--- src/hw/rtl/art_pkg.sv ---
// Shared types and constants for the activity rest lock timer.
// Used by art_step and by activity_rest_lock_timer_core; depends on nothing.
`default_nettype none

package art_pkg;

  // Mode codes as seen on the result channel.
  localparam logic [1:0] MODE_INIT   = 2'd0;
  localparam logic [1:0] MODE_ACTIVE = 2'd1;
  localparam logic [1:0] MODE_IDLE   = 2'd2;
  localparam logic [1:0] MODE_LOCKED = 2'd3;

  // Input opcodes.
  localparam logic [1:0] OP_START   = 2'd0;
  localparam logic [1:0] OP_TICK    = 2'd1;
  localparam logic [1:0] OP_PAUSE   = 2'd2;
  localparam logic [1:0] OP_UNPAUSE = 2'd3;

  // Configuration register indexes.
  localparam logic [1:0] CFG_WORK_INTERVAL = 2'd0;
  localparam logic [1:0] CFG_IDLE_LIMIT    = 2'd1;
  localparam logic [1:0] CFG_REST_LIMIT    = 2'd2;

  localparam logic [31:0] WORK_INTERVAL_RST = 32'd3600;
  localparam logic [31:0] IDLE_LIMIT_RST    = 32'd300;
  localparam logic [31:0] REST_LIMIT_RST    = 32'd300;

  typedef struct packed {
    logic [1:0]  mode;
    logic [31:0] work_left;
    logic [31:0] idle_count;
    logic [31:0] rest_count;
    logic        paused;
  } timer_state_t;

  typedef struct packed {
    logic [31:0] work_interval;
    logic [31:0] idle_limit;
    logic [31:0] rest_limit;
  } timer_cfg_t;

  typedef struct packed {
    logic [1:0]  opcode;
    logic [15:0] elapsed;
    logic        activity_seen;
  } timer_item_t;

  typedef struct packed {
    logic [1:0]  mode;
    logic        lock_screen;
    logic [31:0] work_remaining;
    logic        mode_changed;
  } timer_result_t;

  // Adds a 16-bit elapsed time to a 32-bit counter, holding at all ones.
  function automatic logic [31:0] sat_add(input logic [31:0] a, input logic [15:0] b);
    logic [32:0] sum;
    sum = {1'b0, a} + {17'd0, b};
    sat_add = sum[32] ? 32'hFFFF_FFFF : sum[31:0];
  endfunction

endpackage

`default_nettype wire

--- src/hw/rtl/activity_rest_lock_timer_core.sv ---
// Top level of the activity rest lock timer: handshakes, registers and state.
// Depends on art_pkg and art_step.
`default_nettype none

// The block is a four-mode rest timer (init, active, idle, locked) driven by
// beats on the input channel: start, tick, pause and unpause. Every input beat
// produces exactly one result beat that reports the mode after the beat, the
// lock output, the remaining work budget and whether the mode changed. An
// accepted beat is captured in an input register; once the result register is
// free or being taken, the step logic (one saturating add or subtract and a
// 32-bit compare per counter) updates the timer state and loads the result
// register. While the result side does not stall, a new beat can be accepted
// every cycle, so the sustained rate is one beat per cycle. The input register
// drains only when the result register is empty or being taken, so a stall on
// the result side reaches in_stall once the input register holds a beat. The
// three configuration registers (work_interval, idle_limit, rest_limit) are
// written through the cfg_ port only while the block is idle, a rule for the
// user that the block itself does not enforce; a write to an index beyond the
// three is ignored. Reset returns the block to init mode with a zero budget
// and counters, unpaused, and with the default register values.

module activity_rest_lock_timer_core (
  input  wire        clk,
  input  wire        rst_n,

  input  wire        cfg_we,
  input  wire [1:0]  cfg_index,
  input  wire [31:0] cfg_wdata,

  input  wire        in_valid,
  output logic       in_stall,
  input  wire [1:0]  in_opcode,
  input  wire [15:0] in_elapsed,
  input  wire        in_activity_seen,

  output logic       out_valid,
  input  wire        out_stall,
  output logic [1:0] out_mode,
  output logic       out_lock_screen,
  output logic [31:0] out_work_remaining,
  output logic       out_mode_changed
);

  art_pkg::timer_cfg_t    cfg_r;
  art_pkg::timer_state_t  state_r;
  art_pkg::timer_state_t  state_nxt;
  art_pkg::timer_item_t   item_r;
  art_pkg::timer_result_t res_nxt;
  art_pkg::timer_result_t res_r;
  logic                   item_valid_r;
  logic                   out_valid_r;
  logic                   advance;
  logic                   in_take;

  // The held beat moves on whenever the result register is free or is being
  // taken this cycle.
  assign advance  = !out_valid_r || !out_stall;
  assign in_stall = item_valid_r && !advance;
  assign in_take  = in_valid && !in_stall;

  // Configuration registers.
  always_ff @(posedge clk) begin
    if (!rst_n) begin
      cfg_r.work_interval <= art_pkg::WORK_INTERVAL_RST;
      cfg_r.idle_limit    <= art_pkg::IDLE_LIMIT_RST;
      cfg_r.rest_limit    <= art_pkg::REST_LIMIT_RST;
    end else if (cfg_we) begin
      unique case (cfg_index)
        art_pkg::CFG_WORK_INTERVAL: cfg_r.work_interval <= cfg_wdata;
        art_pkg::CFG_IDLE_LIMIT:    cfg_r.idle_limit    <= cfg_wdata;
        art_pkg::CFG_REST_LIMIT:    cfg_r.rest_limit    <= cfg_wdata;
        default: begin
          // Writes outside the register list are dropped.
        end
      endcase
    end
  end

  // Input register: valid flag with reset, payload without.
  always_ff @(posedge clk) begin
    if (!rst_n) begin
      item_valid_r <= 1'b0;
    end else if (in_take) begin
      item_valid_r <= 1'b1;
    end else if (advance) begin
      item_valid_r <= 1'b0;
    end
  end

  always_ff @(posedge clk) begin
    if (in_take) begin
      item_r.opcode        <= in_opcode;
      item_r.elapsed       <= in_elapsed;
      item_r.activity_seen <= in_activity_seen;
    end
  end

  art_step u_step (
    .cur  (state_r),
    .cfg  (cfg_r),
    .item (item_r),
    .nxt  (state_nxt),
    .res  (res_nxt)
  );

  // Timer state advances once per beat that moves into the result register.
  always_ff @(posedge clk) begin
    if (!rst_n) begin
      state_r.mode       <= art_pkg::MODE_INIT;
      state_r.work_left  <= 32'd0;
      state_r.idle_count <= 32'd0;
      state_r.rest_count <= 32'd0;
      state_r.paused     <= 1'b0;
    end else if (item_valid_r && advance) begin
      state_r <= state_nxt;
    end
  end

  // Result register.
  always_ff @(posedge clk) begin
    if (!rst_n) begin
      out_valid_r <= 1'b0;
    end else if (advance) begin
      out_valid_r <= item_valid_r;
    end
  end

  always_ff @(posedge clk) begin
    if (item_valid_r && advance) begin
      res_r <= res_nxt;
    end
  end

  assign out_valid          = out_valid_r;
  assign out_mode           = res_r.mode;
  assign out_lock_screen    = res_r.lock_screen;
  assign out_work_remaining = res_r.work_remaining;
  assign out_mode_changed   = res_r.mode_changed;

endmodule

`default_nettype wire

--- src/hw/rtl/art_step.sv ---
// Next-state and result logic for one beat of the rest timer.
// Purely combinational; depends on art_pkg.
`default_nettype none

module art_step (
  input  wire art_pkg::timer_state_t  cur,
  input  wire art_pkg::timer_cfg_t    cfg,
  input  wire art_pkg::timer_item_t   item,
  output art_pkg::timer_state_t       nxt,
  output art_pkg::timer_result_t      res
);

  logic [31:0] work_dec;
  logic [31:0] idle_sum;
  logic [31:0] rest_sum;

  always_comb begin
    work_dec = (cur.work_left > {16'd0, item.elapsed}) ?
               (cur.work_left - {16'd0, item.elapsed}) : 32'd0;
    idle_sum = art_pkg::sat_add(cur.idle_count, item.elapsed);
    rest_sum = art_pkg::sat_add(cur.rest_count, item.elapsed);
  end

  always_comb begin
    nxt = cur;
    unique case (item.opcode)
      art_pkg::OP_START: begin
        nxt.mode       = art_pkg::MODE_ACTIVE;
        nxt.work_left  = cfg.work_interval;
        nxt.idle_count = 32'd0;
      end
      art_pkg::OP_TICK: begin
        unique case (cur.mode)
          art_pkg::MODE_ACTIVE: begin
            if (cur.work_left == 32'd0) begin
              // Budget used up: lock and skip the rest of the tick.
              nxt.mode       = art_pkg::MODE_LOCKED;
              nxt.rest_count = 32'd0;
            end else begin
              if (!cur.paused) begin
                nxt.work_left = work_dec;
              end
              nxt.idle_count = item.activity_seen ? 32'd0 : idle_sum;
              if (nxt.idle_count >= cfg.idle_limit) begin
                nxt.mode = art_pkg::MODE_IDLE;
              end
            end
          end
          art_pkg::MODE_IDLE: begin
            if (item.activity_seen) begin
              nxt.mode       = art_pkg::MODE_ACTIVE;
              nxt.work_left  = cfg.work_interval;
              nxt.idle_count = 32'd0;
            end
          end
          art_pkg::MODE_LOCKED: begin
            nxt.rest_count = rest_sum;
            if (rest_sum >= cfg.rest_limit) begin
              nxt.mode       = art_pkg::MODE_ACTIVE;
              nxt.work_left  = cfg.work_interval;
              nxt.idle_count = 32'd0;
            end
          end
          default: begin
            // Ticks before the first start change nothing.
          end
        endcase
      end
      art_pkg::OP_PAUSE: begin
        nxt.paused = 1'b1;
      end
      art_pkg::OP_UNPAUSE: begin
        nxt.paused = 1'b0;
      end
      default: begin
        nxt.paused = cur.paused;
      end
    endcase
  end

  always_comb begin
    res.mode           = nxt.mode;
    res.lock_screen    = (nxt.mode == art_pkg::MODE_LOCKED);
    res.work_remaining = nxt.work_left;
    res.mode_changed   = (nxt.mode != cur.mode);
  end

endmodule

`default_nettype wire

--- config.mk ---
export PLATFORM = sky130hd
export DESIGN_NAME = activity_rest_lock_timer_core
export DESIGN_NICKNAME = d
export VERILOG_FILES = /design/src/hw/rtl/art_pkg.sv /design/src/hw/rtl/activity_rest_lock_timer_core.sv /design/src/hw/rtl/art_step.sv
export SDC_FILE = /design/constraint.sdc
export NUM_CORES = 1
export LEC_CHECK = 0
export BUFFER_PORTS_ARGS = -buffer_cell sky130_fd_sc_hd__buf_4
export CORE_MARGIN = 2
export CORE_UTILIZATION = 55
export DETAILED_ROUTE_END_ITERATION = 10
export PLACE_DENSITY = 0.73
export SYNTH_ARGS = -nofsm -noshare
export SYNTH_HDL_FRONTEND = slang
export SYNTH_SLANG_ARGS = --single-unit
--- constraint.sdc ---
create_clock -name clk -period 6.3 [get_ports clk]
set_input_delay 0.945 -clock clk [delete_from_list [all_inputs] [get_ports clk]]
set_output_delay 0.945 -clock clk [all_outputs]
set_load 0.01 [all_outputs]
Word level (Yosys, flattened, before mapping)
Cells that the tools add are included.
{ "op_classes": {"addsub": 3, "magnitude_cmp": 3, "n_eq_ne": 15, "mux": 17, "reduce_logical": 21} }
{ "op_table": {"columns": ["cell", "n"], "rows": [
  ["$pmux W66 S3", 1],
  ["$mux W32", 6],
  ["$mux W66", 2],
  ["$pmux W66 S2", 1],
  ["$add A32 B16 Y33", 2],
  ["$ge A32 B32 Y1", 2],
  ["$mux W64", 1],
  ["$pmux W32 S2", 1],
  ["$gt A32 B16 Y1", 1],
  ["$logic_not A32 Y1", 1],
  ["$sub A32 B16 Y32", 1],
  ["$eq A2 B2 Y1 const B", 6],
  ["$reduce_and A2 Y1", 4],
  ["$reduce_bool A2 Y1", 4],
  ["$eq A2 B1 Y1 const B", 3],
  ["$ne A3 B3 Y1 const B", 2],
  ["$reduce_and A6 Y1", 1],
  ["$logic_not A1 Y1", 4],
  ["$logic_not A2 Y1", 2],
  ["$mux W2", 2],
  ["$ne A4 B4 Y1 const B", 1],
  ["$reduce_and A4 Y1", 1],
  ["$logic_and A1 B1 Y1", 3],
  ["$ne A3 B2 Y1 const B", 1],
  ["5 further kinds", 6]
]} }
{ "word_totals": {"register_bits": 252} }

Logic depth before layout (Yosys ltp)
{ "depth": {"word_depth": 9, "depth_mapped": 23, "ltp_nobuf": 21} }

Modules after synthesis
A second synthesis with hierarchy kept.
{ "unflattened": {"cells_unflattened": 2146, "hier_area_um2": 17789.6} }
{ "modules_own_cells": {"columns": ["module", "instances", "cells_each", "area_each_um2"], "rows": [
  ["activity_rest_lock_timer_core", 1, 849, 9316.4],
  ["art_step", 1, 1297, 8473.1]
]} }

Worst setup path before layout
Ideal clock, no wire load.
{ "synth_path": {"kind": "reg-to-reg", "startpoint": "reg item_r[1] (netlist name)", "endpoint": "reg state_r[86] (netlist name)", "setup_ns": 0.083, "arrival_time_ns": 5.443, "t_required_ns": 6.217, "slack_ns": 0.774, "path_stages_with_launch": 22, "synth_period_minus_slack_ns": 5.526, "path_cell_list": "edfxtp_1 -> ha_1 -> fa_1 -> a21o_1 -> a21oi_1 -> o21bai_1 -> a211o_1 -> nand3_1 -> a2111o_1 -> clkbuf_1 -> clkbuf_1 -> clkbuf_1 -> o21ai_0 -> ha_1 -> nand4_1 -> nor4_1 -> nand2_1 -> o2111ai_1 -> nand2_1 -> o31ai_1 -> a222oi_1 -> a21oi_1"} }
{ "synth_via": {"elab_chain_cells": 6} }
{ "synth_rtl": {"columns": ["element", "line_no", "text"], "rows": [
  ["from (decl)", "activity_rest_lock_timer_core.sv:47", "art_pkg::timer_item_t item_r;"],
  ["$add A32 B16 Y33 (tied with other cells)", "art_pkg.sv:58", "sum = {1'b0, a} + {17'd0, b};"],
  ["$mux W32 (on tied branches)", "art_pkg.sv:59, art_step.sv:18", null],
  ["$ge A32 B32 Y1 or $mux W32 (tied branches)", "art_step.sv:58, art_step.sv:40", null],
  ["$mux W66 or $mux W64 (tied branches)", "art_step.sv:58, art_step.sv:35", null],
  ["$pmux W66 S3 *", "art_step.sv:33", "unique case (cur.mode)"],
  ["$pmux W66 S2 *", "art_step.sv:26", "unique case (item.opcode)"],
  ["to (signal assigned)", "activity_rest_lock_timer_core.sv:115", "state_r <= state_nxt;"],
  ["to (decl)", "activity_rest_lock_timer_core.sv:45", "art_pkg::timer_state_t state_r;"]
]} }
Every way passes the cells marked *; elsewhere a longest branch is shown, timed or not. The select of a mux whose other input is x is not followed.
A chain may end at the register's enable or synchronous reset.

==> results.md <==
- # nets final: 2185
- Slowest library cell on the worst path: or3_1
- Clock latency on the worst-skew pair: 0.56 ns
- Clock Tree Buf Depth: 3
- Seq/Total Area, Yosys: 35.8%
- Root buf cell: clkbuf_16
- Worst setup margin: 0.417 ns
- Total track usage: 31.3%
- Most common cell after layout, fill and taps aside: nand2_1
- Cell Area, Synth: 15600 um2
- Critical Path AT: 6.18 ns
- Slew @ Worst Pin: 1.23 ns
- Post-DR wirelength/cell: 19.8 um
- CP Launch Type: register
- Crit path max-delay family: compound AO/OA/AOI/OAI gates
- Die W: 173 um
- Hold-critical path endpoint: cfg_r[44]$_SDFFE_PN0P_
- Crit-path max cell delay: 0.51 ns
- Top cells by area, synth: dfxtp_1 (25%), edfxtp_1 (11%), ha_1 (9.4%), nand2_1 (7.9%), a21oi_1 (7.5%)
- CTS buffer count: 29
- Starting Density: 56.1%
- CP Class: register to register
- Worst EP required: 6.60 ns
- FF-to-FF path depth: 22
- Placement row count: 61
- # H-tree levels: 1
- DRT Pass-1 Iters: 6
- Setup TNS: 0 ns
- PD cells: 228 nW/um2
- Synth cell types: 78
- EDFF count, synth: 55
- Hold_sp: cfg_r[44]$_SDFFE_PN0P_
- CP Cell Sequence: ha_1 > fa_1 > a21o_1 > a21oi_1 > o21bai_1 > a211o_1 > nand3_1 > and2_1 > nor2_1 > xnor2_1 > nand2_1 > ha_1 > nand4_1 > nor4_1 > a22oi_1 > o21ai_0 > o21ai_1 > buf_4 > or3_1 > a221oi_2 > a211oi_1 > a21o_1
- Antenna-violating nets left: 0
- Final Power: 4.02 mW
- LEAKAGE: 7.18 nW
- Cell count after synthesis: 1949
- Post-layout util: 63.4%
- Total of max-cap violations: 0
- Final Hold Fails: 0
- Grt total ovfl: 0
- Critical R2R Launch: item_r[1]$_DFFE_PP_
- Ant diodes: 0
- Outcome: complete, no violations
- Worst rel slew slack: 17.8%
- Vias in the first global route: 14.1k
- Most frequent cells in the layout: nand2_1 (329), a21oi_1 (233), dfxtp_1 (197)
- Postcts setup bufs: 0
- Launch point of the critical path: item_r[1]$_DFFE_PP_
- Top-area cell type share of the netlist area: 25.2%
- End of the worst register-to-register path: out_work_remaining[3]$_DFFE_PP_
- Initial antenna violation count: 0
- Yosys warning total: 0
- CTS tree: done
- Number of setup violations in the final report: 0
- Share of post-route cells with drive strength above 1: 10.8%
- Max VDD drop: 0.230 mV
- Drt total wl: 47800 um
- Area growth, synth to finish: 12.9%
- Hold Crit Class: register to register
- Clock slew at reported path FFs: 0.06 ns
- Synthesis-stage register bit count: 252
- Core footprint: 27900 um2
- IO Count: 96
- Initial drt markers: 1635
- Synthesized Nets: 2127
- Global-route wire length before repair: 76200 um
- Post-synth top flop: dfxtp_1
- PortBufs: 95
- Vias per cell: 6.22
- GPL Wtd Cong: 0.967
- Synth area leader: dfxtp_1
- Peak Freq: 170 MHz
- Crit Path Max Fanout: 14
- DRC errors left: 0
- R2R setup slack: 0.42 ns
- Hpwl dp: 35700 um
- Full die area: 29800 um2
- Post-synth ARST share: 0%
- Avg Inst Size Synth: 8.02 um2
- Die H: 173 um
- DR vias: 15.0k
- Crit path time final: 5.88 ns
- WP buf/inv: 1
- Clock skew: 0.0155 ns
- Final Max Tran Viols: 0
- Worst Hold Depth: 2
- Final period utilization: 93.4%
- TritonCTS Sinks: 252
- CP endpoint kind: register
- Largest net degree at the start of global routing: 83
- Pre-CTS WS: 0.491 ns
- RSZ-0062 raised after global routing: false
[registers in the layout, summed over array words and instances, names as in the netlist]
register	count
out_mode	2
out_mode_changed	1
out_lock_screen	1
state_r	99
cfg_r	96
out_work_remaining	32
item_valid_r	1
out_valid	1
item_r	19
[synthesized netlist by cell type (all sizes together) (8+ instances only)]
| cell | count |
|---|---|
| nand2 | 329 |
| nand4 | 16 |
| xor2 | 20 |
| nand3 | 37 |
| inv | 113 |
| a2111oi | 9 |
| o211ai | 21 |
| a21o | 40 |
| a221oi | 10 |
| a211oi | 22 |
| o21ai | 111 |
| and3 | 25 |
| nor2b | 17 |
| o21ba | 9 |
| a211o | 8 |
| a22oi | 10 |
| clkbuf | 92 |
| dfxtp | 197 |
| nor4 | 20 |
| a21oi | 235 |
| or3 | 15 |
| and4 | 9 |
| o21a | 10 |
| nor2 | 111 |
| a22o | 31 |
| nor3 | 41 |
| ha | 117 |
| and2 | 14 |
| a31oi | 30 |
| a221o | 9 |
| nand2b | 10 |
| edfxtp | 55 |
| xnor2 | 30 |
[worst reg2reg max path, stage by stage, from the launching register on]
cell and delay (ns):
edfxtp_1 0.48, ha_1 0.26, fa_1 0.41, a21o_1 0.20, a21oi_1 0.22, o21bai_1 0.11
a211o_1 0.34, nand3_1 0.16, and2_1 0.33, nor2_1 0.11, xnor2_1 0.17, nand2_1 0.08
ha_1 0.30, nand4_1 0.16, nor4_1 0.40, a22oi_1 0.17, o21ai_0 0.10, o21ai_1 0.21
buf_4 0.26, or3_1 0.51, a221oi_2 0.36, a211oi_1 0.11, a21o_1 0.18
[power breakdown]
group | total, mW | internal, mW | switching [mW] | leakage (nW)
sequential | 1.77 | 1.71 | 0.0569 | 2.13
clock | 1.70 | 0.997 | 0.704 | 0.464
combinational | 0.554 | 0.211 | 0.343 | 4.58
[worst max-delay path by stage]
stage	endpoint	slack [ns]	depth (start not counted)
floorplan	state_r[86]$_SDFFE_PN0P_	0.77	21
global placement	state_r[54]$_SDFFE_PN0P_	0.59	19
detailed placement	state_r[36]$_SDFFE_PN0P_	0.49	18
CTS	state_r[35]$_SDFFE_PN0P_	0.48	18
global route	state_r[57]$_SDFFE_PN0P_	0.02	21
finish	out_work_remaining[3]$_DFFE_PP_	0.42	22
[what timing repair did]
item                                    CTS  global route
endpoints found under the setup margin    0             6
hold buffers                              0             0
gates resized for setup                   0             3
[final cells by class]
| cell class | instances | area [um2] |
|---|---|---|
| fill | 2437 | 10200 |
| timing repair buffer | 126 | 946 |
| sequential | 252 | 5600 |
| tap | 378 | 473 |
| inverter | 113 | 425 |
| clock inverter | 19 | 196 |
| multi-input combinational | 1485 | 9250 |
| clock buffer | 35 | 768 |
[metal layers]
metal  track usage, %  wire length, um  vias to the layer above
li1                 -                -                     7207
met1             43.5            20900                     7044
met2             51.1            21600                      631
met3             3.87             3730                      102
met4             9.47             1560                        0
met5                0                0                        -
[through the flow]
step           instance area, um2  instances  hold slack, ns
3_3_place_gp                16700       2354           0.442
3_5_place_dp                16700       2354           0.447
4_1_cts                     17600       2408           0.456
5_1_grt                     17700       2408           0.473
6_report                    17700       2408           0.454
2_1_floorplan               15600       1949           0.432
[cells by family after synthesis]
family          count (synthesis)  share of synthesized area [%]
compound gates                640                           26.5
xor+xnor                       50                           2.80
fa+ha+maj                     120                           9.75
buf+inv                       212                           5.20
flops                         252                           35.8
mux                             6                          0.408
simple gates                  669                           19.6
(Power assumes the default switching activity.)
